`config.mk`:
```
export PLATFORM = sky130hd
export DESIGN_NAME = cascaded_position_speed_pid_top
export DESIGN_NICKNAME = d
export VERILOG_FILES = /design/src/rtl/core/cpsp_pkg.sv /design/src/rtl/core/cpsp_cfg.sv /design/src/rtl/core/cpsp_mul.sv /design/src/rtl/core/cpsp_seq.sv /design/src/rtl/core/cascaded_position_speed_pid_top.sv
export SDC_FILE = /design/constraint.sdc
export NUM_CORES = 2
export LEC_CHECK = 0
export ABC_AREA = 1
export BUFFER_PORTS_ARGS = -buffer_cell sky130_fd_sc_hd__buf_2
export CAP_MARGIN = 20
export CORE_MARGIN = 4
export CORE_UTILIZATION = 40
export DETAILED_ROUTE_END_ITERATION = 12
export HOLD_SLACK_MARGIN = 0.03
export PLACE_DENSITY = 0.62
export SYNTH_ARGS = -nofsm -noshare
export SYNTH_HDL_FRONTEND = slang
export SYNTH_SLANG_ARGS = --single-unit
```
`constraint.sdc`:
```
create_clock -name clk -period 20.2 [get_ports clk]
set_input_delay 2.02 -clock clk [delete_from_list [all_inputs] [get_ports clk]]
set_output_delay 2.02 -clock clk [all_outputs]
set_load 0.02 [all_outputs]
```
`src/rtl/core/cpsp_pkg.sv`:
```
// cpsp_pkg: shared widths, register map, sequencer states and control structs
// for the cascaded position/speed controller. No dependencies.
package cpsp_pkg;

	localparam int unsigned POS_W      = 32;
	localparam int unsigned SPD_W      = 16;
	localparam int unsigned GAIN_W     = 16;
	localparam int unsigned LIM_W      = 15;
	localparam int unsigned INTEG_W    = 28;
	localparam int unsigned SERR_W     = SPD_W + 1;
	localparam int unsigned MAG_W      = POS_W + 1;
	localparam int unsigned PROD_W     = MAG_W + GAIN_W;
	localparam int unsigned RES_W      = PROD_W + 2;
	localparam int unsigned CFG_IDX_W  = 4;
	localparam int unsigned CFG_DATA_W = 32;
	localparam int unsigned S_TDATA_W  = 56;
	localparam int unsigned M_TDATA_W  = 40;

	localparam int unsigned SPEED_INTEGRAL_LIMIT_DEF = 6000;
	localparam int unsigned GAIN_FRAC_BITS_DEF       = 12;

	typedef enum logic [CFG_IDX_W-1:0] {
		REG_POSITION_TARGET = 4'd0,
		REG_POS_KP          = 4'd1,
		REG_POS_KD          = 4'd2,
		REG_POS_DEADBAND    = 4'd3,
		REG_POS_OUT_LIMIT   = 4'd4,
		REG_SPD_KP          = 4'd5,
		REG_SPD_KI          = 4'd6,
		REG_SPD_OUT_LIMIT   = 4'd7
	} reg_idx_t;

	typedef struct packed {
		logic signed [POS_W-1:0] position_target;
		logic [GAIN_W-1:0]       pos_kp;
		logic [GAIN_W-1:0]       pos_kd;
		logic [GAIN_W-1:0]       pos_deadband;
		logic [LIM_W-1:0]        pos_out_limit;
		logic [GAIN_W-1:0]       spd_kp;
		logic [GAIN_W-1:0]       spd_ki;
		logic [LIM_W-1:0]        spd_out_limit;
	} cfg_t;

	typedef enum logic [3:0] {
		ST_IDLE,
		ST_ERR,
		ST_MP,
		ST_MD,
		ST_SP,
		ST_SERR,
		ST_MI,
		ST_MK,
		ST_CUR,
		ST_DONE
	} state_t;

	typedef enum logic [1:0] {
		MUL_ERR_KP,
		MUL_DERR_KD,
		MUL_SERR_KI,
		MUL_SERR_KP
	} mul_sel_t;

	typedef struct packed {
		logic     in_ready;
		logic     ld_err;
		logic     ld_derr;
		logic     ld_acc;
		logic     ld_sp;
		logic     ld_serr;
		logic     ld_integ;
		logic     ld_cur;
		logic     ld_out;
		mul_sel_t mul_sel;
	} ctrl_t;

	typedef struct packed {
		logic in_valid;
		logic en;
		logic dead;
		logic out_free;
	} stat_t;

	// symmetric clamp to +-lim
	function automatic logic signed [RES_W-1:0] sat_sym(
		input logic signed [RES_W-1:0] v,
		input logic [15:0]             lim
	);
		logic signed [RES_W-1:0] hi;
		logic signed [RES_W-1:0] lo;
		hi = $signed({{(RES_W-16){1'b0}}, lim});
		lo = -hi;
		if (v > hi) begin
			return hi;
		end else if (v < lo) begin
			return lo;
		end
		return v;
	endfunction

endpackage

```
`src/rtl/core/cpsp_cfg.sv`:
```
// cpsp_cfg: configuration register file of the controller.
// Depends on cpsp_pkg for the register map and cfg_t.
module cpsp_cfg (
	input  logic                             clk,
	input  logic                             arst_n,
	input  logic                             cfg_valid,
	output logic                             cfg_ready,
	input  logic [cpsp_pkg::CFG_IDX_W-1:0]   cfg_index,
	input  logic [cpsp_pkg::CFG_DATA_W-1:0]  cfg_data,
	output cpsp_pkg::cfg_t                   regs
);
	import cpsp_pkg::*;

	cfg_t regs_q;

	assign cfg_ready = 1'b1;
	assign regs      = regs_q;

	always_ff @(posedge clk or negedge arst_n) begin
		if (!arst_n) begin
			regs_q.position_target <= '0;
			regs_q.pos_kp          <= 16'd819;
			regs_q.pos_kd          <= 16'd614;
			regs_q.pos_deadband    <= 16'd150;
			regs_q.pos_out_limit   <= 15'd9000;
			regs_q.spd_kp          <= 16'd36864;
			regs_q.spd_ki          <= 16'd1229;
			regs_q.spd_out_limit   <= 15'd8000;
		end else if (cfg_valid) begin
			case (reg_idx_t'(cfg_index))
				REG_POSITION_TARGET: regs_q.position_target <= $signed(cfg_data[POS_W-1:0]);
				REG_POS_KP:          regs_q.pos_kp          <= cfg_data[GAIN_W-1:0];
				REG_POS_KD:          regs_q.pos_kd          <= cfg_data[GAIN_W-1:0];
				REG_POS_DEADBAND:    regs_q.pos_deadband    <= cfg_data[GAIN_W-1:0];
				REG_POS_OUT_LIMIT:   regs_q.pos_out_limit   <= cfg_data[LIM_W-1:0];
				REG_SPD_KP:          regs_q.spd_kp          <= cfg_data[GAIN_W-1:0];
				REG_SPD_KI:          regs_q.spd_ki          <= cfg_data[GAIN_W-1:0];
				REG_SPD_OUT_LIMIT:   regs_q.spd_out_limit   <= cfg_data[LIM_W-1:0];
				default: ;
			endcase
		end
	end

endmodule

```
`src/rtl/core/cpsp_mul.sv`:
```
// cpsp_mul: shared sign-magnitude gain multiplier, product truncated toward zero.
// Registered product; depends on cpsp_pkg for widths.
module cpsp_mul #(
	parameter int unsigned GAIN_FRAC_BITS = cpsp_pkg::GAIN_FRAC_BITS_DEF
) (
	input  logic                                clk,
	input  logic signed [cpsp_pkg::MAG_W-1:0]   v,
	input  logic [cpsp_pkg::GAIN_W-1:0]         gain,
	output logic signed [cpsp_pkg::RES_W-1:0]   res
);
	import cpsp_pkg::*;

	logic [MAG_W-1:0]  mag;
	logic [PROD_W-1:0] prod_q;
	logic              neg_q;
	logic [PROD_W-1:0] shr;

	assign mag = v[MAG_W-1] ? MAG_W'(-v) : MAG_W'(v);

	always_ff @(posedge clk) begin
		prod_q <= PROD_W'(mag) * PROD_W'(gain);
		neg_q  <= v[MAG_W-1];
	end

	// truncate the magnitude, then restore the sign
	assign shr = prod_q >> GAIN_FRAC_BITS;
	assign res = neg_q ? -$signed({2'b00, shr}) : $signed({2'b00, shr});

endmodule

```
`src/rtl/core/cpsp_seq.sv`:
```
// cpsp_seq: sequencer that steps one control tick through the shared multiplier.
// Depends on cpsp_pkg for state_t, ctrl_t and stat_t.
module cpsp_seq (
	input  logic            clk,
	input  logic            arst_n,
	input  cpsp_pkg::stat_t stat,
	output cpsp_pkg::ctrl_t ctrl
);
	import cpsp_pkg::*;

	state_t state_q;
	state_t state_nxt;

	always_ff @(posedge clk or negedge arst_n) begin
		if (!arst_n) begin
			state_q <= ST_IDLE;
		end else begin
			state_q <= state_nxt;
		end
	end

	always_comb begin
		state_nxt = state_q;
		case (state_q)
			ST_IDLE: begin
				if (stat.in_valid) state_nxt = ST_ERR;
			end
			ST_ERR: begin
				if (!stat.en) begin
					state_nxt = ST_DONE;
				end else if (stat.dead) begin
					state_nxt = ST_SERR;
				end else begin
					state_nxt = ST_MP;
				end
			end
			ST_MP:   state_nxt = ST_MD;
			ST_MD:   state_nxt = ST_SP;
			ST_SP:   state_nxt = ST_SERR;
			ST_SERR: state_nxt = ST_MI;
			ST_MI:   state_nxt = ST_MK;
			ST_MK:   state_nxt = ST_CUR;
			ST_CUR:  state_nxt = ST_DONE;
			ST_DONE: begin
				if (stat.out_free) state_nxt = ST_IDLE;
			end
			default: state_nxt = ST_IDLE;
		endcase
	end

	always_comb begin
		ctrl = '0;
		ctrl.mul_sel = MUL_ERR_KP;
		case (state_q)
			ST_IDLE: ctrl.in_ready = 1'b1;
			ST_ERR:  ctrl.ld_err   = 1'b1;
			ST_MP: begin
				ctrl.mul_sel = MUL_ERR_KP;
				ctrl.ld_derr = 1'b1;
			end
			ST_MD: begin
				ctrl.mul_sel = MUL_DERR_KD;
				ctrl.ld_acc  = 1'b1;
			end
			ST_SP:   ctrl.ld_sp   = 1'b1;
			ST_SERR: ctrl.ld_serr = 1'b1;
			ST_MI:   ctrl.mul_sel = MUL_SERR_KI;
			ST_MK: begin
				ctrl.mul_sel  = MUL_SERR_KP;
				ctrl.ld_integ = 1'b1;
			end
			ST_CUR:  ctrl.ld_cur = 1'b1;
			ST_DONE: ctrl.ld_out = stat.out_free;
			default: ;
		endcase
	end

endmodule

```
`src/rtl/core/cascaded_position_speed_pid_top.sv`:
```
// Cascaded position/speed controller: PD position loop feeding a PI speed loop.
// Depends on cpsp_pkg, cpsp_cfg, cpsp_mul and cpsp_seq.
// One input transaction is taken only while the block is idle. A tick with both loops
// running steps through ERR, MP, MD, SP, SERR, MI, MK and CUR to DONE; inside the
// deadband it goes from ERR straight to SERR, and with control disabled from ERR to
// DONE. DONE loads the result once the output register is free, then returns to idle.
// The sequencer uses the single 33x16 gain multiplier four times per tick with both
// loops running, with a registered product. The result sits in an output register,
// so the next tick is accepted while the previous result still waits to be taken.
module cascaded_position_speed_pid_top #(
	parameter int unsigned SPEED_INTEGRAL_LIMIT = cpsp_pkg::SPEED_INTEGRAL_LIMIT_DEF,
	parameter int unsigned GAIN_FRAC_BITS       = cpsp_pkg::GAIN_FRAC_BITS_DEF
) (
	input  logic                              clk,
	input  logic                              arst_n,
	// position_count [31:0], motor_speed [47:32], control_enable [48], zero [55:49]
	input  logic [cpsp_pkg::S_TDATA_W-1:0]    s_axis_tdata,
	input  logic                              s_axis_tvalid,
	output logic                              s_axis_tready,
	// current_command [15:0], speed_setpoint [31:16], in_deadband [32], zero [39:33]
	output logic [cpsp_pkg::M_TDATA_W-1:0]    m_axis_tdata,
	output logic                              m_axis_tvalid,
	input  logic                              m_axis_tready,
	input  logic                              cfg_valid,
	output logic                              cfg_ready,
	input  logic [cpsp_pkg::CFG_IDX_W-1:0]    cfg_index,
	input  logic [cpsp_pkg::CFG_DATA_W-1:0]   cfg_data
);
	import cpsp_pkg::*;

	localparam logic [15:0] INTEG_LIM = 16'(SPEED_INTEGRAL_LIMIT);
	localparam logic signed [MAG_W-1:0] ERR_MAX = $signed({2'b00, {(POS_W-1){1'b1}}});
	localparam logic signed [MAG_W-1:0] ERR_MIN = -ERR_MAX;

	cfg_t  regs;
	ctrl_t ctrl;
	stat_t stat;

	logic signed [POS_W-1:0]   pos_q;
	logic signed [SPD_W-1:0]   spd_q;
	logic                      en_q;
	logic signed [POS_W-1:0]   err_q;
	logic signed [POS_W-1:0]   last_err_q;
	logic signed [MAG_W-1:0]   derr_q;
	logic signed [RES_W-1:0]   acc_q;
	logic signed [SPD_W-1:0]   sp_q;
	logic                      dead_q;
	logic signed [SERR_W-1:0]  serr_q;
	logic signed [INTEG_W-1:0] integ_q;
	logic signed [SPD_W-1:0]   cur_q;
	logic [M_TDATA_W-1:0]      out_data_q;
	logic                      out_valid_q;

	logic signed [MAG_W-1:0]   diff;
	logic signed [MAG_W-1:0]   diff_sat;
	logic signed [POS_W-1:0]   err_sat;
	logic [POS_W-1:0]          err_mag;
	logic                      dead;
	logic signed [MAG_W-1:0]   mul_v;
	logic [GAIN_W-1:0]         mul_g;
	logic signed [RES_W-1:0]   mul_res;
	logic signed [RES_W-1:0]   integ_ext;
	logic signed [RES_W-1:0]   sp_sum;
	logic signed [RES_W-1:0]   integ_sum;
	logic signed [RES_W-1:0]   cur_sum;
	logic signed [RES_W-1:0]   sp_sat;
	logic signed [RES_W-1:0]   integ_sat;
	logic signed [RES_W-1:0]   cur_sat;

	cpsp_cfg u_cfg (
		.clk       (clk),
		.arst_n    (arst_n),
		.cfg_valid (cfg_valid),
		.cfg_ready (cfg_ready),
		.cfg_index (cfg_index),
		.cfg_data  (cfg_data),
		.regs      (regs)
	);

	cpsp_seq u_seq (
		.clk    (clk),
		.arst_n (arst_n),
		.stat   (stat),
		.ctrl   (ctrl)
	);

	cpsp_mul #(
		.GAIN_FRAC_BITS (GAIN_FRAC_BITS)
	) u_mul (
		.clk  (clk),
		.v    (mul_v),
		.gain (mul_g),
		.res  (mul_res)
	);

	assign s_axis_tready = ctrl.in_ready;
	assign m_axis_tvalid = out_valid_q;
	assign m_axis_tdata  = out_data_q;

	assign stat.in_valid = s_axis_tvalid;
	assign stat.en       = en_q;
	assign stat.dead     = dead;
	assign stat.out_free = !out_valid_q || m_axis_tready;

	// outer error, saturated symmetrically to the 32 bit range
	assign diff = {regs.position_target[POS_W-1], regs.position_target}
		- {pos_q[POS_W-1], pos_q};

	always_comb begin
		if (diff > ERR_MAX) begin
			diff_sat = ERR_MAX;
		end else if (diff < ERR_MIN) begin
			diff_sat = ERR_MIN;
		end else begin
			diff_sat = diff;
		end
	end

	assign err_sat = diff_sat[POS_W-1:0];
	assign err_mag = err_sat[POS_W-1] ? POS_W'(-err_sat) : POS_W'(err_sat);
	assign dead    = (regs.pos_deadband != '0)
		&& (err_mag < {{(POS_W-GAIN_W){1'b0}}, regs.pos_deadband});

	always_comb begin
		case (ctrl.mul_sel)
			MUL_ERR_KP: begin
				mul_v = {err_q[POS_W-1], err_q};
				mul_g = regs.pos_kp;
			end
			MUL_DERR_KD: begin
				mul_v = derr_q;
				mul_g = regs.pos_kd;
			end
			MUL_SERR_KI: begin
				mul_v = {{(MAG_W-SERR_W){serr_q[SERR_W-1]}}, serr_q};
				mul_g = regs.spd_ki;
			end
			MUL_SERR_KP: begin
				mul_v = {{(MAG_W-SERR_W){serr_q[SERR_W-1]}}, serr_q};
				mul_g = regs.spd_kp;
			end
			default: begin
				mul_v = '0;
				mul_g = '0;
			end
		endcase
	end

	assign integ_ext = {{(RES_W-INTEG_W){integ_q[INTEG_W-1]}}, integ_q};
	assign sp_sum    = acc_q + mul_res;
	assign integ_sum = integ_ext + mul_res;
	assign cur_sum   = mul_res + integ_ext;
	assign sp_sat    = sat_sym(sp_sum, {1'b0, regs.pos_out_limit});
	assign integ_sat = sat_sym(integ_sum, INTEG_LIM);
	assign cur_sat   = sat_sym(cur_sum, {1'b0, regs.spd_out_limit});

	always_ff @(posedge clk) begin
		if (s_axis_tvalid && ctrl.in_ready) begin
			pos_q <= $signed(s_axis_tdata[POS_W-1:0]);
			spd_q <= $signed(s_axis_tdata[POS_W+SPD_W-1:POS_W]);
			en_q  <= s_axis_tdata[POS_W+SPD_W];
		end
		if (ctrl.ld_err) begin
			err_q  <= err_sat;
			dead_q <= dead;
			if (dead) sp_q <= '0;
		end
		if (ctrl.ld_derr) derr_q <= {err_q[POS_W-1], err_q} - {last_err_q[POS_W-1], last_err_q};
		if (ctrl.ld_acc)  acc_q  <= mul_res;
		if (ctrl.ld_sp)   sp_q   <= sp_sat[SPD_W-1:0];
		if (ctrl.ld_serr) serr_q <= {sp_q[SPD_W-1], sp_q} - {spd_q[SPD_W-1], spd_q};
		if (ctrl.ld_cur)  cur_q  <= cur_sat[SPD_W-1:0];
		if (ctrl.ld_out) begin
			if (en_q) begin
				out_data_q <= {{(M_TDATA_W-2*SPD_W-1){1'b0}}, dead_q, sp_q, cur_q};
			end else begin
				out_data_q <= '0;
			end
		end
	end

	// loop state
	always_ff @(posedge clk or negedge arst_n) begin
		if (!arst_n) begin
			last_err_q <= '0;
			integ_q    <= '0;
		end else begin
			if (ctrl.ld_sp)    last_err_q <= err_q;
			if (ctrl.ld_integ) integ_q    <= integ_sat[INTEG_W-1:0];
		end
	end

	always_ff @(posedge clk or negedge arst_n) begin
		if (!arst_n) begin
			out_valid_q <= 1'b0;
		end else if (ctrl.ld_out) begin
			out_valid_q <= 1'b1;
		end else if (m_axis_tready) begin
			out_valid_q <= 1'b0;
		end
	end

endmodule

```
# Word-level counts from Yosys, hierarchy flattened
# Cells that the tools add are included.
# totals
reg_bits	512
in_bits	97
output_inout_bits	43
wordCells	131
# classes
addsub	10
mul	1
n_lt_le_gt_ge	9
eq_ne	21
mux	42
n_reduce_logical	22
# op_table
op	n
$mux 16	9
$gt 51x16->1	2
$lt 51x51->1	2
$neg 15->51	2
$pmux 33 s3	1
$mux 32	3
$mux 28	3
$sub 32x32->33	2
$pmux 16 s4	1
$add 51x28->51	1
$add 51x51->51	1
$gt 51x14->1 const B	1
$lt 51x14->1 const B	1
$mux 51	1
$neg 37->51	1
$mul 33x16->49	1
$pmux 4 s10	1
$gt 33x32->1 const B	1
$lt 33x32->1 const B	1
$mux 33	1
$neg 33->33	1
$eq 4x3->1 const B	8
$lt 32x16->1	1
$neg 32->32	1
21 further kinds	58

# Longest topological paths before layout
# depth
ltp_word	11
mapped_depth	50
mapped_depth_nobuf	48

# By module
# Synthesis repeated with hierarchy kept, for this count alone.
# hier_totals
hier_cells	7281
hier_area_um2	55200.4
# modules_own_cells
module	instances	cells_per_inst	area_per_inst_um2	seq_area_each_um2
cascaded_position_speed_pid_top	1	3918	28745.1	8973.6
cpsp_mul	1	2625	19886.6	760.7
cpsp_cfg	1	686	6233.5	3595.9
cpsp_seq	1	52	335.3	100.1

# Worst setup path after synthesis
# No wires, ideal clock.
# synth_timing
path_type	reg2reg
start	reg u_seq.state_q[2]
end	reg u_mul.prod_q[41]
setup_ns	0.127
t_arrival_ns	9.483
required_ns	20.073
path_slack_ns	10.590
stages_incl_launch_ff	40
n_path_buf	6
period_less_slack_ns	9.610
path_cell_list	dfrtp_1 > nor2_1 > nand2_2 > inv_1 > buf_2 > clkbuf_1 > clkbuf_1 > clkbuf_1 > buf_1 > nand2_1 > nand4_1 > o21ai_0 > inv_1 > clkbuf_1 > nand2_1 > fa_1 > inv_1 > fa_1 > (+4 left out) > fa_1 > inv_1 > fa_1 > inv_1 > ha_1 > a21oi_1 > inv_1 > a21oi_1 > o21ai_0 > a21oi_1 > o21ai_0 > a21oi_1 > inv_1 > a21oi_1 > inv_1 > a21oi_1 > o21ai_0 > xor2_1
# synth_via
elab_chain_len	8
elab_cells_between_ends	14
classes_between	add/sub: 1; mul: 1; eq/ne: 6; mux: 4; reduce/logical: 2
# synth_rtl
element	line_no	source
start: declaration	cpsp_seq.sv:11	state_t state_q;
start signal: assignment	cpsp_seq.sv:18	state_q <= state_nxt;
$eq 4x3->1 or $eq 4x2->1 (tied branches)	cpsp_seq.sv:54	case (state_q)
$pmux 2 s3 *	cpsp_seq.sv:54	
$eq 2x2->1	cascaded_position_speed_pid_top.sv:125	case (ctrl.mul_sel)
$reduce_or 2->1 (no source line)	--	
$pmux 33 s3	cascaded_position_speed_pid_top.sv:125	
$neg 33->33	cpsp_mul.sv:18	assign mag = v[MAG_W-1] ? MAG_W'(-v) : MAG_W'(v);
$mux 33	cpsp_mul.sv:18	
$mul 33x16->49 *	cpsp_mul.sv:21	prod_q <= PROD_W'(mag) * PROD_W'(gain);
end signal: assignment	cpsp_mul.sv:21	
end: declaration	cpsp_mul.sv:14	logic [PROD_W-1:0] prod_q;
# Every way passes the cells marked *; elsewhere a longest branch is shown, timed or not.
# A chain may end at the register's enable or synchronous reset.

# Worst setup path after layout
# layout_timing
start	reg u_seq.state_q[2]
end	reg u_mul.prod_q[47]
# The elaborated chain is that of the path after synthesis.

==> results.py <==
metrics = {
    "synth": {
        "ys_types": 75,
        "synth_top_area_share": 0.166,
        "netlist_area_sq_um": 52400,
        "syn_area_per_cell_sq_um": 7.73,
        "synth_area_leaders": "fa_1, edfxtp_1, nand2_1",
        "yosys_warnings": 0,
        "synth_flop_cell": "edfxtp_1",
        "synth_commonest_cells": "nand2_1, inv_1, nor2_1",
        "synthArstFlopShare": 0.420,
        "yosysMostFrequentCell": "nand2_1",
        "ys_seq_area_frac": 0.256,
        "synth_edf_count": 248,
        "synth-seq-cells": 493,
        "syn_inst": 6786,
        "yosysTopAreaCell": "fa_1",
    },
    "clocking": {
        "clockBufferDepth": 3,
        "h-tree-depth": 2,
        "cts_tree": "yes",
        "postCtsHoldBufs": 0,
        "cts-root-buf": "clkbuf_16",
        "tritoncts_num_sinks": 493,
        "clock_latency_ns": 0.63,
        "post_cts_buffers": 0,
        "path_clk_slew_ns": 0.06,
        "cts_buffers": 52,
        "post_cts_resized": 0,
    },
    "critical_path": {
        "critical_path.max_fanout": 37,
        "path_delay_family": "adder cells",
        "crit_required_ns": 20.76,
        "cp_slowest_cell": "fa_1",
        "cp.arrival_ns": 11.44,
        "reg2regPathDepth": 47,
        "cpPeakStageDelay_ns": 0.66,
        "cp-end-kind": "flop",
        "cp_common_cell": "nand2_1",
        "path_buf_inv": 12,
        "criticalPathCategory": "flop to flop",
        "reg2reg_from": "u_seq.state_q[2]$_DFFE_PN0P_",
        "worstSetupStartpointType": "flop",
        "rrSetupSlack_ns": 9.32,
        "rr_endpoint": "u_mul.prod_q[47]$_DFF_P_",
        "cp_num_cells": 47,
    },
    "hold_path": {
        "hold_depth": 2,
        "min_to": "integ_q[13]$_DFFE_PN0N_",
        "min_path_type": "flop to flop",
        "min_from": "integ_q[13]$_DFFE_PN0N_",
    },
    "routing": {
        "vias_per_cell": 5.19,
        "wl_per_cell_um": 18.2,
        "drt-total-wl_um": 157000,
        "num_vias": 44850,
        "first_pass_iters": 5,
        "drtIter0Drc": 3341,
        "ant_nets": 0,
        "drc_errors": 0,
    },
    "timing": {
        "clock.fmax_ghz": 0.0919,
        "worstMarginPinSlew_ns": 1.13,
        "report.final.hold_viol_count": 0,
        "setup_viol": 0,
        "final_max_slew_viol_count": 0,
        "rsz0062_at_grt": "false",
        "slew_headroom": 0.240,
        "skew_ns": 0.0244,
        "period_share": 0.539,
        "min_period_ns": 10.88,
        "setup_tns_ns": 0,
        "fin_hold_ws_ns": 0.486,
    },
    "final_layout": {
        "area_growth_pct": 8.50,
        "drive_above_1_share": 0.0551,
        "final_nets": 7834,
    },
    "flow_run": {
        "drv_cap": 0,
    },
    "global_route": {
        "grtUsageMet1": 0.301,
        "grt_pass1_vias": 44016,
        "grt-busiest-layer": "met2",
        "grt_antenna_before_repair": 5,
        "grt_usage": 0.227,
        "grt_pass1_wl_um": 247000,
        "grt.met3_usage": 0.0359,
        "met2_usage": 0.382,
        "grt_max_degree": 95,
        "gr-total-overflow": 0,
    },
    "floorplanning": {
        "initial_core_util": 0.404,
        "ioPinCount": 140,
        "die_x_um": 370,
        "die_area_sq_um": 137000,
        "chipHeight_um": 370,
        "core_area_sq_um": 130000,
        "rows": 132,
    },
    "placed_design": {
        "hpwl_um": 125000,
        "gp_congestion": 0.944,
        "port_buffers": 124,
    },
    "status": {
        "status": "finished clean",
    },
}
[cells by family after synthesis]
logic type	synth area share
AOI/OAI and AO/OA	0.101
and+or+nand+nor	0.217
buffers and inverters	0.104
xor gates and xnor gates	0.0446
DFF	0.256
adders and majority gates	0.274
other	0.000143
muxes	0.00344
[cell type report]
type,count,area (sq um)
fill,13163,72900
multi-input combinational,4872,33700
sequential,493,13400
inverter,1261,4730
tap,1742,2180
clock buffer,74,1560
timing repair buffer,171,1050
clock inverter,24,250
antenna,2,5.00
[per-layer routing]
layer	part of all wire	wire, um	vias to the layer above
li1	-	-	21787
met4	0.036	5600	0
met2	0.46	73000	1345
met1	0.43	67800	21478
met5	0	0	-
met3	0.069	10900	240
[how the worst max path moves through the flow]
stage | endpoint | start | slack [ns]
after global placement | u_mul.prod_q[47]$_DFF_P_ | u_seq.state_q[2]$_DFFE_PN0P_ | 9.45
after global routing | u_mul.prod_q[47]$_DFF_P_ | u_seq.state_q[2]$_DFFE_PN0P_ | 8.56
after floorplan | u_mul.prod_q[41]$_DFF_P_ | u_seq.state_q[2]$_DFFE_PN0P_ | 10.59
after CTS | u_mul.prod_q[47]$_DFF_P_ | u_seq.state_q[2]$_DFFE_PN0P_ | 9.39
final | u_mul.prod_q[47]$_DFF_P_ | u_seq.state_q[2]$_DFFE_PN0P_ | 9.32
after detailed placement | u_mul.prod_q[47]$_DFF_P_ | u_seq.state_q[2]$_DFFE_PN0P_ | 9.42
[sequential cells by signal (all words and copies together) (netlist names), 17 cells and up]
signal,count
u_mul.prod_q,37
serr_q,17
derr_q,33
last_err_q,32
integ_q,28
err_q,32
u_cfg.regs,142
m_axis_tdata,33
acc_q,51
pos_q,32
[stage by stage]
stage	instances	instance area, sq um	setup slack (ns)	util
2_1_floorplan	6792	52500	10.59	-
3_3_place_gp	8534	55000	9.45	0.423
3_5_place_dp	8535	55000	9.42	0.424
4_1_cts	8633	56800	9.39	0.438
5_1_grt	8637	56900	8.56	0.438
6_report	8639	56900	9.32	0.438
[cell usage in the layout, fill, tap and decap left out, types with 79 or more instances in the layout]
| cell type | Yosys | routed |
|---|---|---|
| nand2_1 | 1536 | 1536 |
| inv_1 | 1237 | 1236 |
| nor2_1 | 698 | 693 |
| ha_1 | 450 | 450 |
| fa_1 | 436 | 436 |
| a21oi_1 | 378 | 378 |
| o21ai_0 | 326 | 326 |
| edfxtp_1 | 248 | 248 |
| nand3_1 | 219 | 218 |
| dfrtp_1 | 173 | 173 |
| xor2_1 | 165 | 164 |
| buf_2 | 14 | 123 |
| nand4_1 | 112 | 112 |
| xnor2_1 | 94 | 94 |
| nor3_1 | 80 | 79 |
[worst register-to-register path: cells and delay by family, from the launching register on]
kind	cells	cell delay, ns
AOI/OAI and AO/OA	5	1.39
and+or+nand+nor	22	3.08
buffers and inverters	12	2.12
DFF	1	0.43
xor gates and xnor gates	1	0.14
adders and majority gates	7	3.63
Power is left out: the tool's default activity adds up to more than one toggle a clock period on the data nets, which glitch-free logic cannot reach.
